[src/rtl/core/hpw_mac.sv]
`timescale 1ns / 1ps
// ----------------------------------------------------------------------------
// hpw_mac
// Three-stage lane computing a*x + b*y + k exactly, with split multipliers.
// ----------------------------------------------------------------------------
module hpw_mac (
  input  logic               clk_i,
  input  logic signed [48:0] coef_a_i,
  input  logic signed [48:0] coef_b_i,
  input  logic signed [48:0] offs_i,
  input  logic signed [15:0] x_i,
  input  logic signed [15:0] y_i,
  output logic signed [66:0] sum_o
);

  logic signed [40:0] pa_lo_q, pa_hi_q, pb_lo_q, pb_hi_q;
  logic signed [48:0] offs1_q, offs2_q;
  logic signed [64:0] prod_a_q, prod_b_q, prod_a_d, prod_b_d;
  logic signed [66:0] sum_q, sum_d;

  // Stage one: each coefficient is split into a low unsigned and a high signed half.
  always_ff @(posedge clk_i) begin
    pa_lo_q <= 41'($signed({1'b0, coef_a_i[23:0]}) * x_i);
    pa_hi_q <= 41'($signed(coef_a_i[48:24]) * x_i);
    pb_lo_q <= 41'($signed({1'b0, coef_b_i[23:0]}) * y_i);
    pb_hi_q <= 41'($signed(coef_b_i[48:24]) * y_i);
    offs1_q <= offs_i;
  end

  // Stage two: recombine the partial products.
  always_comb begin
    prod_a_d = $signed({pa_hi_q, 24'b0}) + $signed({{24{pa_lo_q[40]}}, pa_lo_q});
    prod_b_d = $signed({pb_hi_q, 24'b0}) + $signed({{24{pb_lo_q[40]}}, pb_lo_q});
  end

  always_ff @(posedge clk_i) begin
    prod_a_q <= prod_a_d;
    prod_b_q <= prod_b_d;
    offs2_q  <= offs1_q;
  end

  // Stage three: sum of both products and the offset.
  always_comb begin
    sum_d = $signed({{2{prod_a_q[64]}}, prod_a_q}) + $signed({{2{prod_b_q[64]}}, prod_b_q})
          + $signed({{18{offs2_q[48]}}, offs2_q});
  end

  always_ff @(posedge clk_i) begin
    sum_q <= sum_d;
  end

  assign sum_o = sum_q;

endmodule

[config.mk]
export PLATFORM = sky130hd
export DESIGN_NAME = hpw_mac
export DESIGN_NICKNAME = d
export VERILOG_FILES = /design/src/rtl/core/hpw_mac.sv
export SDC_FILE = /design/constraint.sdc
export NUM_CORES = 2
export LEC_CHECK = 0
export ABC_CLOCK_PERIOD_IN_PS = 10780
export BUFFER_PORTS_ARGS = -buffer_cell sky130_fd_sc_hd__buf_2
export CORE_MARGIN = 2
export CORE_UTILIZATION = 50
export DETAILED_ROUTE_END_ITERATION = 10
export GPL_TIMING_DRIVEN = 0
export PLACE_DENSITY = 0.66
export SYNTH_ARGS = -nofsm -noshare
export SYNTH_HDL_FRONTEND = slang
export SYNTH_SLANG_ARGS = --single-unit
[constraint.sdc]
create_clock -name clk_i -period 10.78 [get_ports clk_i]
set_input_delay 1.078 -clock clk_i [delete_from_list [all_inputs] [get_ports clk_i]]
set_output_delay 1.078 -clock clk_i [all_outputs]
set_load 0.005 [all_outputs]
==> impl_metrics.csv <==
group,metric,value,unit
synthesis,syn-num-nets,10058,
floorplanning,placementRows,139,
min_path,hold-path-endpoint,"prod_b_q[14]",
synthesis,synth-adder-area-share,51.3,%
sta,final_max_slew_viol_count,0,
drt,detailroute.via_count,54016,
drt,firstDrtPassIters,6,
clock_network,clk_latency,0.60,ns
worst_setup_path,crit-reg2reg-launch,"offs2_q[48]",
floorplanning,core_area,143000,um2
synthesis,synthSimpleGateAreaFrac,14.4,%
sta,fmaxAchievable,0.117,GHz
grt,grt.met1_usage,41.1,%
drt,postRouteAntennaNets,0,
synthesis,synth_largest_type_area_fraction,40.5,%
grt,globalRoute.busiestLayer,"met2",
grt,grt_pass1_wl,339000,um
sta,total_of_endpoints_with_negative_setup_slack_in_the_final_report,0,
min_path,worst_hold_path_cells,0,
floorplanning,design.portCount,247,
grt,globalRouteMet3Util,5.99,%
synthesis,synth_seq_cells,459,
grt,grt_max_degree,27,
place,port_buffers,216,
grt,first_global_vias,57100,
synthesis,synth_area_per_cell,9.22,um2
worst_setup_path,cp_arrival,8.96,ns
synthesis,portion_of_the_post_synthesis_area_used_by_sequential_elements,12.8,%
drt,drtIter0Drc,4376,
clock_network,clkSlewWorstSetupHoldPaths,0.07,ns
grt,grt.total_usage,30.7,%
worst_setup_path,setup.reg_to_reg.worst_slack,6.17,ns
cells_and_area,area_growth_from_synthesis_to_layout,7.18,%
drt,routed_via_density,5.40,
synthesis,synth.most_common_cell,"inv_1",
clock_network,cts_max_path_buffers,3,
status,run_status,"finished clean",
worst_setup_path,worst-setup-path-type,"in2reg",
synthesis,dominant_combinational_cell_family_by_area_after_synthesis,"adder cells",
drt,post_drt_wl_per_cell,22.1,um
drt,detail_route.drc_violations,0,
place,place.detailed.hpwl,187000,um
synthesis,netlist_top_cells_area,"fa_1 41%, dfxtp_1 13%, ha_1 11%, inv_1 9.0%, and2_1 5.8%",
synthesis,synth_compound_area_share,7.41,%
worst_setup_path,cp-end-kind,"flip-flop",
synthesis,synth_async_sr_flop_share,0,%
drt,wirelength,222000,um
min_path,worst_hold_startpoint,"pb_lo_q[14]",
cells_and_area,stdcell_count,10011,
synthesis,yosys_warnings,0,
floorplanning,dieHeight,383,um
worst_setup_path,start_kind,"input pin",
floorplanning,die_width,383,um
synthesis,synthMuxAreaShare,0.0278,%
worst_setup_path,timing.rr.end,"sum_o[65]",
clock_network,post-cts-setup-buffers,0,
synthesis,synth_commonest_cells,"1733 x inv_1, 1456 x fa_1, 953 x nand2_1, 669 x and2_1, 621 x ha_1",
worst_setup_path,max_fanout_on_critical_path,10,
clock_network,number_of_buffers_added_by_the_clock_tree_synthesis_step,46,
clock_network,cts.root.buffer_cell,"clkbuf_16",
sta,worst_hold_slack,0.314,ns
floorplanning,die-area,147000,um2
synthesis,netlist.top_cell.by_area,"fa_1",
sta,worst_clock_skew,0.0223,ns
place,gpl.final_weighted_congestion,0.993,
synthesis,synth_enable_flop_cells,0,
cells_and_area,finish.net_count,10322,
worst_setup_path,timing.critical_path.from,"x_i[2]",
place,placed_cells_incl_taps,9920,
synthesis,synth_xor_area_share,3.53,%
floorplanning,initial_util,50.2,%
worst_setup_path,crit_required,11.20,ns
clock_network,cts_hold_buffers,0,
worst_setup_path,r2r_cells,13,
clock_network,resize_count_post_cts,0,
synthesis,synth_flop_cell,"dfxtp_1",
min_path,worst_hold_path_type,"reg2reg",
sta,fin_tns_setup,0,ns
synthesis,synthDistinctLibCells,77,
cells_and_area,share_of_post_route_cells_with_drive_strength_above_1,4.05,%
sta,timing.final.crit_share,79.2,%
synthesis,synthesis.instances,7801,
sta,final_period_minus_worst_setup_slack,8.54,ns
sta,hold_viol,0,
clock_network,tritoncts_clock_tree,"yes",
grt,global_route.usage.met2,49.2,%
grt,antenna_found_initial,35,
clock_network,cts.htree.levels,2,
synthesis,netlist_area_pre_place,71900,um2
run,drv.max_cap_violation_count,0,
sta,timing_worst_slew_pin_value,1.44,ns
clock_network,cts_num_sinks,459,
grt,globalRoute.totalOverflow,0,
sta,relative_slew_slack,3.99,%
sta,setup_repair_after_global_routing_missed_its_margin,"no",
worst max-delay path: stages:
cell	delay (ns)
clkbuf_1	0.67
clkbuf_1	0.92
nand2_1	0.23
fa_1	0.56
fa_1	0.57
inv_1	0.06
fa_1	0.48
fa_1	0.52
fa_1	0.50
inv_1	0.05
fa_1	0.47
inv_1	0.04
ha_1	0.37
a21oi_1	0.12
o21bai_1	0.13
a21oi_1	0.13
a211o_1	0.33
a41o_1	0.33
o311ai_0	0.57
a31o_2	0.24
a21oi_1	0.07
xnor2_1	0.49
kinds of logic (layout without fill, tap and decap cells):
logic type	after synthesis	count (layout)
other cells	0	7
simple gates	2134	2134
buf+inv	2021	2321
fa+ha+maj	2077	2077
flops	459	459
mux	2	2
compound gates	818	818
xor+xnor	290	290
cell usage in the layout, fill, tap and decap left out, types with 216 or more instances in the layout:
cell type,count
a21oi_1,248
and2_1,669
buf_2,216
clkbuf_1,283
dfxtp_1,459
fa_1,1456
ha_1,621
inv_1,1733
nand2_1,953
nor2_1,227
worst max-delay path by stage:
stage	slack [ns]	cells past startpoint	to
after floorplan	3.59	23	pb_lo_q[39]
after detailed placement	1.73	22	pa_lo_q[40]
after CTS	2.33	22	pa_lo_q[40]
final	2.24	22	pa_lo_q[40]
after global placement	1.90	22	pa_lo_q[40]
after global routing	2.08	22	pa_lo_q[40]
stage by stage:
step	setup slack [ns]	cell area [um2]	util [%]
after floorplan	3.59	71900	-
after global placement	1.90	75400	52.7
after detailed placement	1.73	75400	52.7
after CTS	2.33	77100	53.8
after global routing	2.08	77100	53.8
final	2.24	77100	53.9
final cells by class:
type	instances	area, um2
Antenna cell	7	17.5
Buffer	285	1070
Clock buffer	55	1260
Clock inverter	29	422
Fill cell	13197	66000
Inverter	1736	6520
Multi-Input combinational cell	5321	55100
Sequential cell	459	9190
Tap cell	1903	2380
Timing Repair Buffer	216	1080
sequential cells by signal (all words and copies together), names as in the netlist:
register  cells
sum_o        67
prod_a_q     65
prod_b_q     65
offs1_q      49
offs2_q      49
pa_hi_q      41
pa_lo_q      41
pb_hi_q      41
pb_lo_q      41
routing by layer:
layer | share of wire, % | vias up
li1 | - | 24038
met1 | 41 | 27163
met2 | 45 | 2305
met3 | 8.8 | 494
met4 | 4.8 | 16
met5 | 0.043 | -
Power is left out: the tool's default activity adds up to more than one toggle a clock period on the data nets, which glitch-free logic cannot reach.
